<file path="src/aeds_pkg.sv">
// shared types, constants and reset values for the armed edge delayed strobe
`default_nettype none

package aeds_pkg;

  // counter width default and configuration port geometry
  localparam int COUNT_WIDTH_DEF = 16;
  localparam int CFG_DATA_W      = 16;
  localparam int CFG_INDEX_W     = 8;

  // register indexes
  localparam logic [CFG_INDEX_W-1:0] CFG_DELAY       = CFG_INDEX_W'(0);
  localparam logic [CFG_INDEX_W-1:0] CFG_STROBE      = CFG_INDEX_W'(1);
  localparam logic [CFG_INDEX_W-1:0] CFG_EDGE        = CFG_INDEX_W'(2);
  localparam logic [CFG_INDEX_W-1:0] CFG_READY_DELAY = CFG_INDEX_W'(3);

  // register reset values
  localparam logic [15:0] DELAY_RST       = 16'd100;
  localparam logic [15:0] STROBE_RST      = 16'd200;
  localparam logic        EDGE_RST        = 1'b1;
  localparam logic [15:0] READY_DELAY_RST = 16'd300;

  // largest legal strobe or ready delay plus one; this code is invalid for those registers
  localparam logic [15:0] LIMIT_VALUE = 16'hFFFF;

  // delay / strobe phase, one-hot
  typedef enum logic [2:0] {
    PH_IDLE   = 3'b001,
    PH_DELAY  = 3'b010,
    PH_STROBE = 3'b100
  } phase_t;

  // configuration seen by the core
  typedef struct packed {
    logic [15:0] delay_ticks;
    logic [15:0] strobe_ticks;
    logic        edge_select;
    logic [15:0] ready_delay_ticks;
    logic        bad;
    logic        clear;
  } cfg_t;

  // one result word
  typedef struct packed {
    logic strobe_res;
    logic config_error;
    logic capture_armed;
  } res_t;

endpackage

`default_nettype wire

</file>
<file path="src/aeds_if.sv">
// valid/ready channel interfaces for input and result words
`default_nettype none

interface aeds_in_if;
  logic valid;
  logic ready;
  logic trigger_level;
  logic arm_request;

  modport source (output valid, output trigger_level, output arm_request, input ready);
  modport sink (input valid, input trigger_level, input arm_request, output ready);
endinterface

interface aeds_out_if;
  logic valid;
  logic ready;
  logic strobe_res;
  logic config_error;
  logic capture_armed;

  modport source (output valid, output strobe_res, output config_error,
                  output capture_armed, input ready);
  modport sink (input valid, input strobe_res, input config_error,
                input capture_armed, output ready);
endinterface

`default_nettype wire

</file>
<file path="src/aeds_cfg.sv">
// configuration registers and validity check
`default_nettype none

module aeds_cfg (
  input  wire logic                             clk,
  input  wire logic                             rst_n,
  input  wire logic                             cfg_we,
  input  wire logic [aeds_pkg::CFG_INDEX_W-1:0] cfg_index,
  input  wire logic [aeds_pkg::CFG_DATA_W-1:0]  cfg_wdata,
  output aeds_pkg::cfg_t                        cfg
);
  import aeds_pkg::*;

  logic [15:0] delay_r;
  logic [15:0] strobe_r;
  logic        edge_r;
  logic [15:0] ready_delay_r;
  logic [16:0] span;
  logic        hit;

  // register writes
  always_ff @(posedge clk) begin
    if (!rst_n) begin
      delay_r       <= DELAY_RST;
      strobe_r      <= STROBE_RST;
      edge_r        <= EDGE_RST;
      ready_delay_r <= READY_DELAY_RST;
    end else if (cfg_we) begin
      case (cfg_index)
        CFG_DELAY:       delay_r       <= cfg_wdata[15:0];
        CFG_STROBE:      strobe_r      <= cfg_wdata[15:0];
        CFG_EDGE:        edge_r        <= cfg_wdata[0];
        CFG_READY_DELAY: ready_delay_r <= cfg_wdata[15:0];
        default: ;
      endcase
    end
  end

  // any write to a known register disarms the core
  always_comb begin
    hit = 1'b0;
    if (cfg_we) begin
      case (cfg_index)
        CFG_DELAY, CFG_STROBE, CFG_EDGE, CFG_READY_DELAY: hit = 1'b1;
        default: hit = 1'b0;
      endcase
    end
  end

  // delay plus strobe must not exceed the limit
  assign span = {1'b0, delay_r} + {1'b0, strobe_r};

  assign cfg.delay_ticks       = delay_r;
  assign cfg.strobe_ticks      = strobe_r;
  assign cfg.edge_select       = edge_r;
  assign cfg.ready_delay_ticks = ready_delay_r;
  assign cfg.clear             = hit;
  assign cfg.bad = (delay_r == 16'd0) || (strobe_r == LIMIT_VALUE) ||
                   (ready_delay_r == LIMIT_VALUE) || (span > {1'b0, LIMIT_VALUE});

endmodule

`default_nettype wire

</file>
<file path="src/aeds_core.sv">
// per-tick state update: edge detect, ready delay, delay and strobe phases
`default_nettype none

module aeds_core #(
  parameter int COUNT_WIDTH = aeds_pkg::COUNT_WIDTH_DEF
) (
  input  wire logic           clk,
  input  wire logic           rst_n,
  input  wire logic           step,
  input  wire logic           trigger_level,
  input  wire logic           arm_request,
  input  wire aeds_pkg::cfg_t cfg,
  output aeds_pkg::res_t      res
);
  import aeds_pkg::*;

  logic                   last_r, last_nxt;
  logic [COUNT_WIDTH-1:0] ready_cnt_r, ready_cnt_nxt;
  logic                   pending_r, pending_nxt;
  logic                   armed_r, armed_nxt;
  phase_t                 phase_r, phase_nxt;
  logic [COUNT_WIDTH-1:0] phase_cnt_r, phase_cnt_nxt;

  logic [COUNT_WIDTH-1:0] dec;
  logic [COUNT_WIDTH-1:0] delay_ld;
  logic [COUNT_WIDTH-1:0] strobe_ld;
  logic                   trig_edge;

  assign delay_ld  = COUNT_WIDTH'(cfg.delay_ticks);
  assign strobe_ld = COUNT_WIDTH'(cfg.strobe_ticks);
  assign dec       = phase_cnt_r - COUNT_WIDTH'(1);
  assign trig_edge = cfg.edge_select ? (!last_r && trigger_level)
                                     : (last_r && !trigger_level);

  // next state for one tick
  always_comb begin
    last_nxt      = trigger_level;
    ready_cnt_nxt = ready_cnt_r;
    pending_nxt   = pending_r;
    armed_nxt     = armed_r;
    phase_nxt     = phase_r;
    phase_cnt_nxt = phase_cnt_r;
    if (cfg.bad) begin
      ready_cnt_nxt = '0;
      pending_nxt   = 1'b0;
      armed_nxt     = 1'b0;
      phase_nxt     = PH_IDLE;
      phase_cnt_nxt = '0;
    end else begin
      // advance delay / strobe
      case (phase_r)
        PH_DELAY: begin
          phase_cnt_nxt = dec;
          if (dec == '0) begin
            if (cfg.strobe_ticks != 16'd0) begin
              phase_nxt     = PH_STROBE;
              phase_cnt_nxt = strobe_ld;
            end else begin
              phase_nxt = PH_IDLE;
            end
          end
        end
        PH_STROBE: begin
          phase_cnt_nxt = dec;
          if (dec == '0) phase_nxt = PH_IDLE;
        end
        default: begin
          phase_nxt     = PH_IDLE;
          phase_cnt_nxt = '0;
        end
      endcase
      // armed capture taken by the trigger edge
      if (armed_r && trig_edge) begin
        armed_nxt     = 1'b0;
        phase_cnt_nxt = delay_ld;
        phase_nxt     = (delay_ld == '0) ? PH_IDLE : PH_DELAY;
      end
      // ready delay countdown
      if (pending_r) begin
        if (ready_cnt_r == '0) begin
          armed_nxt   = 1'b1;
          pending_nxt = 1'b0;
        end else begin
          ready_cnt_nxt = ready_cnt_r - COUNT_WIDTH'(1);
        end
      end
      if (arm_request) begin
        pending_nxt   = 1'b1;
        ready_cnt_nxt = COUNT_WIDTH'(cfg.ready_delay_ticks);
      end
    end
  end

  // state registers
  always_ff @(posedge clk) begin
    if (!rst_n) begin
      last_r      <= 1'b0;
      ready_cnt_r <= '0;
      pending_r   <= 1'b0;
      armed_r     <= 1'b0;
      phase_r     <= PH_IDLE;
      phase_cnt_r <= '0;
    end else if (cfg.clear) begin
      ready_cnt_r <= '0;
      pending_r   <= 1'b0;
      armed_r     <= 1'b0;
      phase_r     <= PH_IDLE;
      phase_cnt_r <= '0;
    end else if (step) begin
      last_r      <= last_nxt;
      ready_cnt_r <= ready_cnt_nxt;
      pending_r   <= pending_nxt;
      armed_r     <= armed_nxt;
      phase_r     <= phase_nxt;
      phase_cnt_r <= phase_cnt_nxt;
    end
  end

  // result word shows the state after the tick
  assign res.strobe_res    = (phase_nxt == PH_STROBE);
  assign res.config_error  = cfg.bad;
  assign res.capture_armed = armed_nxt;

  // checks
  a_armed_valid_cfg: assert property (@(posedge clk) disable iff (!rst_n)
    armed_r |-> !cfg.bad) else $error("armed with invalid configuration");
  a_busy_valid_cfg: assert property (@(posedge clk) disable iff (!rst_n)
    (phase_r != PH_IDLE) |-> !cfg.bad) else $error("phase running with invalid configuration");
  a_delay_nonzero: assert property (@(posedge clk) disable iff (!rst_n)
    (phase_r == PH_DELAY) |-> (phase_cnt_r != '0)) else $error("delay phase with zero count");
  a_clear_disarms: assert property (@(posedge clk) disable iff (!rst_n)
    cfg.clear |=> (!armed_r && !pending_r && (phase_r == PH_IDLE)))
    else $error("register write did not disarm");
  a_phase_onehot: assert property (@(posedge clk) disable iff (!rst_n)
    $onehot(phase_r)) else $error("phase not one-hot");

endmodule

`default_nettype wire

</file>
<file path="src/armed_edge_delayed_strobe.sv">
// Armed edge-triggered delayed strobe, top level.
// An accepted word passes the input register, then the result register, which
// holds its result word; throughput is one word per cycle while the output is not stalled.
// The tick state update is a single pass of logic between the two registers.
// Reset (rst_n low, synchronous) loads register defaults 100/200/1/300, clears
// all state and empties both registers.
`default_nettype none

module armed_edge_delayed_strobe #(
  parameter int COUNT_WIDTH = aeds_pkg::COUNT_WIDTH_DEF
) (
  input  wire logic                             clk,
  input  wire logic                             rst_n,
  aeds_in_if.sink                               in_ch,
  aeds_out_if.source                            out_ch,
  input  wire logic                             cfg_we,
  input  wire logic [aeds_pkg::CFG_INDEX_W-1:0] cfg_index,
  input  wire logic [aeds_pkg::CFG_DATA_W-1:0]  cfg_wdata
);
  import aeds_pkg::*;

  logic  in_vld_r;
  logic  in_lvl_r;
  logic  in_req_r;
  logic  out_vld_r;
  res_t  out_r;
  logic  step;
  cfg_t  cfg;
  res_t  res;

  // a tick is processed when the result register is free or being drained
  assign step         = in_vld_r && (!out_vld_r || out_ch.ready);
  assign in_ch.ready  = !in_vld_r || step;

  // input register
  always_ff @(posedge clk) begin
    if (!rst_n) begin
      in_vld_r <= 1'b0;
    end else if (in_ch.valid && in_ch.ready) begin
      in_vld_r <= 1'b1;
    end else if (step) begin
      in_vld_r <= 1'b0;
    end
  end

  always_ff @(posedge clk) begin
    if (in_ch.valid && in_ch.ready) begin
      in_lvl_r <= in_ch.trigger_level;
      in_req_r <= in_ch.arm_request;
    end
  end

  // result register
  always_ff @(posedge clk) begin
    if (!rst_n) begin
      out_vld_r <= 1'b0;
    end else if (step) begin
      out_vld_r <= 1'b1;
    end else if (out_ch.ready) begin
      out_vld_r <= 1'b0;
    end
  end

  always_ff @(posedge clk) begin
    if (step) begin
      out_r <= res;
    end
  end

  assign out_ch.valid         = out_vld_r;
  assign out_ch.strobe_res    = out_r.strobe_res;
  assign out_ch.config_error  = out_r.config_error;
  assign out_ch.capture_armed = out_r.capture_armed;

  // configuration registers
  aeds_cfg u_cfg (
    .clk       (clk),
    .rst_n     (rst_n),
    .cfg_we    (cfg_we),
    .cfg_index (cfg_index),
    .cfg_wdata (cfg_wdata),
    .cfg       (cfg)
  );

  // tick state update
  aeds_core #(
    .COUNT_WIDTH (COUNT_WIDTH)
  ) u_core (
    .clk           (clk),
    .rst_n         (rst_n),
    .step          (step),
    .trigger_level (in_lvl_r),
    .arm_request   (in_req_r),
    .cfg           (cfg),
    .res           (res)
  );

endmodule

`default_nettype wire

</file>
<file path="src/flat_wrapper.sv">
// flat-port wrapper written by rule: the top's interface ports become plain ports
module armed_edge_delayed_strobe_flat import aeds_pkg::*;
#(
  parameter int COUNT_WIDTH = aeds_pkg::COUNT_WIDTH_DEF
)
  (clk, rst_n, cfg_we, cfg_index, cfg_wdata, in_ch_valid, in_ch_trigger_level, in_ch_arm_request, in_ch_ready, out_ch_valid, out_ch_strobe_res, out_ch_config_error, out_ch_capture_armed, out_ch_ready);
  aeds_in_if in_ch_i ();
  aeds_out_if out_ch_i ();
  input  wire logic clk;
  input  wire logic rst_n;
  input  wire logic cfg_we;
  input  wire logic [aeds_pkg::CFG_INDEX_W-1:0] cfg_index;
  input  wire logic [aeds_pkg::CFG_DATA_W-1:0] cfg_wdata;
  input wire logic [$bits(in_ch_i.valid)-1:0] in_ch_valid;
  input wire logic [$bits(in_ch_i.trigger_level)-1:0] in_ch_trigger_level;
  input wire logic [$bits(in_ch_i.arm_request)-1:0] in_ch_arm_request;
  output wire logic [$bits(in_ch_i.ready)-1:0] in_ch_ready;
  output wire logic [$bits(out_ch_i.valid)-1:0] out_ch_valid;
  output wire logic [$bits(out_ch_i.strobe_res)-1:0] out_ch_strobe_res;
  output wire logic [$bits(out_ch_i.config_error)-1:0] out_ch_config_error;
  output wire logic [$bits(out_ch_i.capture_armed)-1:0] out_ch_capture_armed;
  input wire logic [$bits(out_ch_i.ready)-1:0] out_ch_ready;
  assign in_ch_i.valid = in_ch_valid;
  assign in_ch_i.trigger_level = in_ch_trigger_level;
  assign in_ch_i.arm_request = in_ch_arm_request;
  assign in_ch_ready = in_ch_i.ready;
  assign out_ch_valid = out_ch_i.valid;
  assign out_ch_strobe_res = out_ch_i.strobe_res;
  assign out_ch_config_error = out_ch_i.config_error;
  assign out_ch_capture_armed = out_ch_i.capture_armed;
  assign out_ch_i.ready = out_ch_ready;
  armed_edge_delayed_strobe #(.COUNT_WIDTH(COUNT_WIDTH)) u_core (.clk(clk), .rst_n(rst_n), .in_ch(in_ch_i), .out_ch(out_ch_i), .cfg_we(cfg_we), .cfg_index(cfg_index), .cfg_wdata(cfg_wdata));
endmodule
</file>
<file path="config.mk">
export PLATFORM = sky130hd
export DESIGN_NAME = armed_edge_delayed_strobe_flat
export DESIGN_NICKNAME = d
export VERILOG_FILES = /design/src/aeds_pkg.sv /design/src/aeds_if.sv /design/src/aeds_cfg.sv /design/src/aeds_core.sv /design/src/armed_edge_delayed_strobe.sv /design/src/flat_wrapper.sv
export SDC_FILE = /design/constraint.sdc
export NUM_CORES = 1
export LEC_CHECK = 0
export ABC_AREA = 1
export ABC_CLOCK_PERIOD_IN_PS = 2350
export BUFFER_PORTS_ARGS = -buffer_cell sky130_fd_sc_hd__buf_2
export CAP_MARGIN = 20
export CORE_ASPECT_RATIO = 1.1
export CORE_MARGIN = 2
export CORE_UTILIZATION = 35
export CTS_BUF_LIST = sky130_fd_sc_hd__clkbuf_4 sky130_fd_sc_hd__clkbuf_8
export DETAILED_ROUTE_END_ITERATION = 8
export HOLD_SLACK_MARGIN = 0.06
export MAX_ROUTING_LAYER = met4
export PLACE_DENSITY_LB_ADDON = 0.08
export SETUP_SLACK_MARGIN = 0.2
export SLEW_MARGIN = 20
export SYNTH_ARGS = -nofsm -noshare
export SYNTH_HDL_FRONTEND = slang
export SYNTH_SLANG_ARGS = --single-unit
</file>
<file path="constraint.sdc">
create_clock -name clk -period 2.35 [get_ports clk]
set_clock_uncertainty 0.05 [all_clocks]
set_input_delay 0.1175 -clock clk [delete_from_list [all_inputs] [get_ports clk]]
set_output_delay 0.1175 -clock clk [all_outputs]
set_load 0.005 [all_outputs]
</file>
After elaboration in Yosys (flattened, before gate mapping) --
Cells that the tools add are included.
Cells by class: add/sub/neg operators 3, $lt $le $gt $ge 1, equal/unequal tests 9, muxes and demuxes 31, bitwise operators 2, reduce and logical (&&, ||, !) cells 30
Operators by type and width (number):
- $mux 16 | 8
- $logic_not 16->1 | 3
- $eq 16x16->1 const B | 2
- $pmux 16 s2 | 1
- $sub 16x1->16 const B | 2
- $add 16x16->17 | 1
- $gt 17x16->1 const B | 1
- $eq 8x2->1 const B | 2
- $reduce_bool 16->1 | 1
- $mux 1 | 15
- $mux 3 | 5
- $reduce_and 2->1 | 5
- $eq 8x1->1 const B | 1
- $logic_not 8->1 | 1
- $eq 3x3->1 const B | 2
- $pmux 3 s2 | 1
- $logic_and 1x1->1 | 5
- $logic_or 1x1->1 | 5
- $logic_not 1->1 | 4
- $reduce_bool 2->1 | 2
- $reduce_or 4->1 | 1
- $eq 3x2->1 const B | 1
- $ne 3x2->1 const B | 1
- $reduce_and 3->1 | 1
- other kinds (4) | 5
Word-level totals: register bits 94, output and inout port bits 5, word-level logic and storage cells 93

Longest topological paths before layout --
word-level depth 8, gate-level depth with buffers 19

By module --
From an unflattened synthesis, not the netlist that was laid out.
Unflattened totals: cells, all modules 962, area total of the unflattened synthesis 6316.1 sq um
By module, submodules not included:
- aeds_core | times used 1, cells an instance 590, area an instance 3504.6 sq um
- aeds_cfg | times used 1, cells an instance 354, area an instance 2566.2 sq um
- armed_edge_delayed_strobe | times used 1, cells an instance 18, area an instance 245.2 sq um

Least setup slack after synthesis --
OpenSTA, ideal clock, no wires.
kind register to register, from register u_core.u_cfg.delay_r[13], to register u_core.u_core.ready_cnt_r[0], library setup time 70 ps, arrival 2009 ps, path slack 221 ps, stages on the path, launching flop included 12, buffers on the path 1, clock period less this slack 2129 ps, cell sequence dfxtp_1 -> ha_1 -> a21oi_1 -> nor2_1 -> a211oi_1 -> nand2_1 -> nor2_1 -> nand3_1 -> nor2_2 -> clkbuf_1 -> nand2_1 -> a21oi_1
Between the ends: word-level cells in the longest chain between the ends 6, elaborated cells between the ends (all ways) 10, those cells by class add/sub (1); order compare (1); eq/ne (1); mux (1); reduce/logical (6)
RTL lines:
- start, declared | line aeds_cfg.sv:14 | logic [15:0] delay_r;
- start signal, assigned | line aeds_cfg.sv:30 | CFG_DELAY: delay_r <= cfg_wdata[15:0];
- branches (longest 3 deep; another with $add 16x16->17)
- $logic_or 1x1->1 * | line aeds_cfg.sv:59 | (ready_delay_r == LIMIT_VALUE) || (span > {1'b0, LIMIT_VALUE});
- $ne 3x2->1 (no line) / $reduce_bool 3->1 (equally long branches)
- $reduce_and 3->1 (no line)
- end signal, assigned | line aeds_core.sv:111 | ready_cnt_r <= ready_cnt_nxt;
- end, declared | line aeds_core.sv:18 | logic [COUNT_WIDTH-1:0] ready_cnt_r, ready_cnt_nxt;
Mark *: on every way between the ends. A chain may end at the register's enable or synchronous reset.

==> run_summary.xml <==
<?xml version="1.0" encoding="UTF-8"?>
<metrics>
  <group name="synthesis">
    <metric name="number_of_distinct_library_cells_after_synthesis" unit="">45</metric>
    <metric name="post_synth.cell_area_avg" unit="um2">6.64</metric>
    <metric name="synth-warning-count" unit="">0</metric>
    <metric name="async_reset_ff_share" unit="%">0</metric>
    <metric name="largest_family_of_logic_cells_by_synthesized_area" unit="">simple AND/OR/NAND/NOR gates</metric>
    <metric name="synth_sequential_area_ratio" unit="%">32.9</metric>
    <metric name="netlist_instances" unit="">885</metric>
    <metric name="muxShareOfSynthArea" unit="%">0</metric>
    <metric name="synth.top_cell.area_share" unit="%">30.3</metric>
    <metric name="synth_xor_xnor_area_share" unit="%">0.724</metric>
    <metric name="synth_simple_gate_area_share" unit="%">34.8</metric>
    <metric name="post_synth_instance_area" unit="mm2">0.00587</metric>
    <metric name="synth-edff-count" unit="">5</metric>
    <metric name="seq_cells_post_synth" unit="">94</metric>
    <metric name="synthesis.nets" unit="">935</metric>
    <metric name="synth-adder-area-share" unit="%">4.18</metric>
    <metric name="synth_flop_cell" unit="">dfxtp_1</metric>
    <metric name="netlist_top_cells_area" unit="">dfxtp_1 30%, nand2_1 13%, nor2_1 7.2%, a21oi_1 7.2%, inv_1 6.1%</metric>
    <metric name="yosysTopAreaCell" unit="">dfxtp_1</metric>
    <metric name="synth_compound_area_share" unit="%">16.9</metric>
  </group>
  <group name="sta">
    <metric name="post-route-min-period" unit="ps">2170</metric>
    <metric name="fmaxAchievable" unit="MHz">461</metric>
    <metric name="setup_ws" unit="ps">181</metric>
    <metric name="worst_slew_pin_slew" unit="ps">566</metric>
    <metric name="timing.max_slew.rel_slack" unit="%">62.1</metric>
    <metric name="setup-tns-final" unit="ps">0</metric>
    <metric name="grt_setup_unrepaired" unit="">true</metric>
    <metric name="hold_violations_final" unit="">0</metric>
    <metric name="holdWs" unit="ps">131</metric>
    <metric name="finalSetupViolations" unit="">0</metric>
    <metric name="timing.final.max_slew_violations" unit="">0</metric>
    <metric name="period_share" unit="%">92.3</metric>
  </group>
  <group name="global_route">
    <metric name="total_routing_usage_reported_by_global_routing" unit="%">21.2</metric>
    <metric name="grt_start_max_net_pins" unit="">41</metric>
    <metric name="number_of_antenna_violations_at_the_first_check_in_global_routing" unit="">0</metric>
    <metric name="grt_pass1_vias" unit="">5547</metric>
    <metric name="wire_length_of_the_first_global_routing_pass" unit="mm">29.2</metric>
    <metric name="gr-total-overflow" unit="">0</metric>
  </group>
  <group name="routing">
    <metric name="vias_per_cell" unit="">5.01</metric>
    <metric name="drt_pre_antenna_iters" unit="">4</metric>
    <metric name="num_vias" unit="">5983</metric>
    <metric name="drt_drc_violations_left" unit="">0</metric>
    <metric name="drtAntennaViolNets" unit="">0</metric>
    <metric name="dr.first_iter.drc_count" unit="">250</metric>
    <metric name="wire_per_inst" unit="um">15.2</metric>
    <metric name="routed_wirelength" unit="mm">18.2</metric>
  </group>
  <group name="setup_path">
    <metric name="critPathMaxStageDelay" unit="ps">380</metric>
    <metric name="crit_arrival" unit="ps">2260</metric>
    <metric name="critical_path.slowest_cell" unit="">dfxtp_4</metric>
    <metric name="worst_r2r_path_depth" unit="">14</metric>
    <metric name="worst_setup_path_start_kind" unit="">flop</metric>
    <metric name="worst_setup_path_end_kind" unit="">flop</metric>
    <metric name="crit_path_frequent_cell" unit="">nor2_4</metric>
    <metric name="worstPathMaxFanout" unit="">5</metric>
    <metric name="path_class" unit="">reg2reg</metric>
    <metric name="crit_required" unit="ps">2440</metric>
    <metric name="timing.critical_path.cells" unit="">nor2_4 -&gt; nand2_4 -&gt; nor2_4 -&gt; nand2_1 -&gt; nand2_1 -&gt; nand2_2 -&gt; nor2_4 -&gt; buf_4 -&gt; inv_1 -&gt; nor2_2 -&gt; nand2_2 -&gt; a21oi_1 -&gt; nand3b_1 -&gt; inv_1</metric>
  </group>
  <group name="job">
    <metric name="max_cap_viol_count" unit="">0</metric>
  </group>
  <group name="floorplan">
    <metric name="dieHeight" unit="um">140</metric>
    <metric name="num_io_pins" unit="">36</metric>
    <metric name="start_util" unit="%">35.9</metric>
    <metric name="dieWidth" unit="um">128</metric>
    <metric name="core_area" unit="mm2">0.0164</metric>
    <metric name="design.die.area" unit="mm2">0.0178</metric>
    <metric name="row_count" unit="">49</metric>
  </group>
  <group name="final_layout">
    <metric name="most-common-layout-cells" unit="">182 x nand2_1, 97 x nor2_1, 89 x inv_1</metric>
    <metric name="antenna_cells_inserted" unit="">0</metric>
    <metric name="synthToLayoutAreaGrowth" unit="%">30.6</metric>
    <metric name="mostFrequentLayoutCell" unit="">nand2_1</metric>
    <metric name="final_nets" unit="">1036</metric>
    <metric name="layout-drive-gt1-share" unit="%">28.2</metric>
    <metric name="final_core_occ" unit="%">46.9</metric>
  </group>
  <group name="clock_network">
    <metric name="cts_root_buffer" unit="">clkbuf_8</metric>
    <metric name="clock_sink_count" unit="">94</metric>
    <metric name="clock_tree.buffer_depth" unit="">2</metric>
    <metric name="clock_latency" unit="ps">380</metric>
    <metric name="cts_clk_pin_slew_worst_paths" unit="ps">110</metric>
    <metric name="htree_levels" unit="">3</metric>
    <metric name="tritoncts" unit="">built</metric>
    <metric name="cts_made_buffers" unit="">9</metric>
  </group>
  <group name="hold_path">
    <metric name="min_path_type" unit="">in2reg</metric>
    <metric name="worst_hold_path_cells" unit="">4</metric>
  </group>
  <group name="placement">
    <metric name="place.detailed.hpwl" unit="mm">13.2</metric>
    <metric name="portBuffers" unit="">35</metric>
    <metric name="dp_slack" unit="ps">-7.57</metric>
    <metric name="place.gp.congestion" unit="">0.849</metric>
  </group>
  <group name="power_and_ir_drop">
    <metric name="power-per-cell-area" unit="mW/mm2">472</metric>
    <metric name="p_leak" unit="nW">3.40</metric>
    <metric name="overall_power" unit="mW">3.62</metric>
    <metric name="vdd_ir_drop_max" unit="V">0.000240</metric>
  </group>
  <group name="outcome">
    <metric name="status" unit="">completed</metric>
  </group>
</metrics>
-- cells in the mapped netlist, types with 10 or more instances --
library cell	count
nand2_1	203
nor2_1	113
inv_1	96
dfxtp_1	89
a21oi_1	84
o21ai_0	68
nand3_1	61
clkbuf_1	20
ha_1	18
nand2_2	14
nor4_1	11
o211ai_1	10
-- final cells by class --
type,instances,area (um2)
Clock inverter,6,70.1
Tap cell,204,255
Fill cell,1676,8700
Inverter,101,379
Sequential cell,94,1950
Timing Repair Buffer,123,1030
Multi-Input combinational cell,657,3850
Clock buffer,10,131
-- registers in the layout, indices dropped and copies added, names as in the netlist, 3 cells and up --
register and cells:
u_core.u_cfg.delay_r 16, u_core.u_cfg.ready_delay_r 16, u_core.u_cfg.strobe_r 16, u_core.u_core.phase_cnt_r 16, u_core.u_core.phase_r 3, u_core.u_core.ready_cnt_r 16
-- per-layer routing --
layer	global-route usage, %	vias to the layer above	wire length [um]
li1	-	3112	-
met1	28.9	2748	8860
met2	33.3	102	8460
met3	2.23	21	546
met4	6.36	0	352
met5	-	-	0
-- timing repair --
action                     4_1_cts  5_1_grt
setup buffers                    6       10
resized for setup               34      120
pin swaps                        9       38
hold endpoints to repair        53        0
hold buffers                    22        0
setup endpoints to repair       39       38
gates cloned                     1        1
-- through the flow --
step | cell area, um2 | cells
floorplan | 5870 | 885
global placement | 6470 | 1139
detailed placement | 6470 | 1139
CTS | 7080 | 1184
global route | 7670 | 1195
finish | 7670 | 1195
-- report_power, final --
part / internal, mW / switching, mW / total [mW]
Combinational: 0.313 / 0.458 / 0.771
Clock: 0.514 / 0.662 / 1.18
Sequential: 1.64 / 0.0366 / 1.67
Total: 2.46 / 1.16 / 3.62
-- cell families (layout without fill, tap and decap cells) --
kind of cell | after synthesis | count (layout)
adder cells (fa/ha/maj) | 19 | 19
AND/OR/NAND/NOR | 452 | 452
buffers and inverters | 134 | 240
AO/OA/AOI/OAI | 182 | 182
XOR/XNOR | 4 | 4
flip-flops | 94 | 94
-- critical path: cells and delay by family, from the launching register on --
| kind | cells | cell delay, ps |
|---|---|---|
| buffers and inverters | 3 | 210 |
| flip-flops | 1 | 380 |
| AND/OR/NAND/NOR | 10 | 1160 |
| AO/OA/AOI/OAI | 1 | 130 |
-- path summary, 6_finish.rpt --
check	end	slack (ps)	start
min reg2reg	u_core.u_core.ready_cnt_r[10]	440	u_core.u_core.ready_cnt_r[10]
max reg2reg	u_core.out_ch.strobe_res	180	u_core.u_core.phase_cnt_r[2]
max	u_core.out_ch.strobe_res	180	u_core.u_core.phase_cnt_r[2]
min	u_core.u_cfg.edge_r	130	cfg_index[0]
Power figures use the tool's default switching activity.
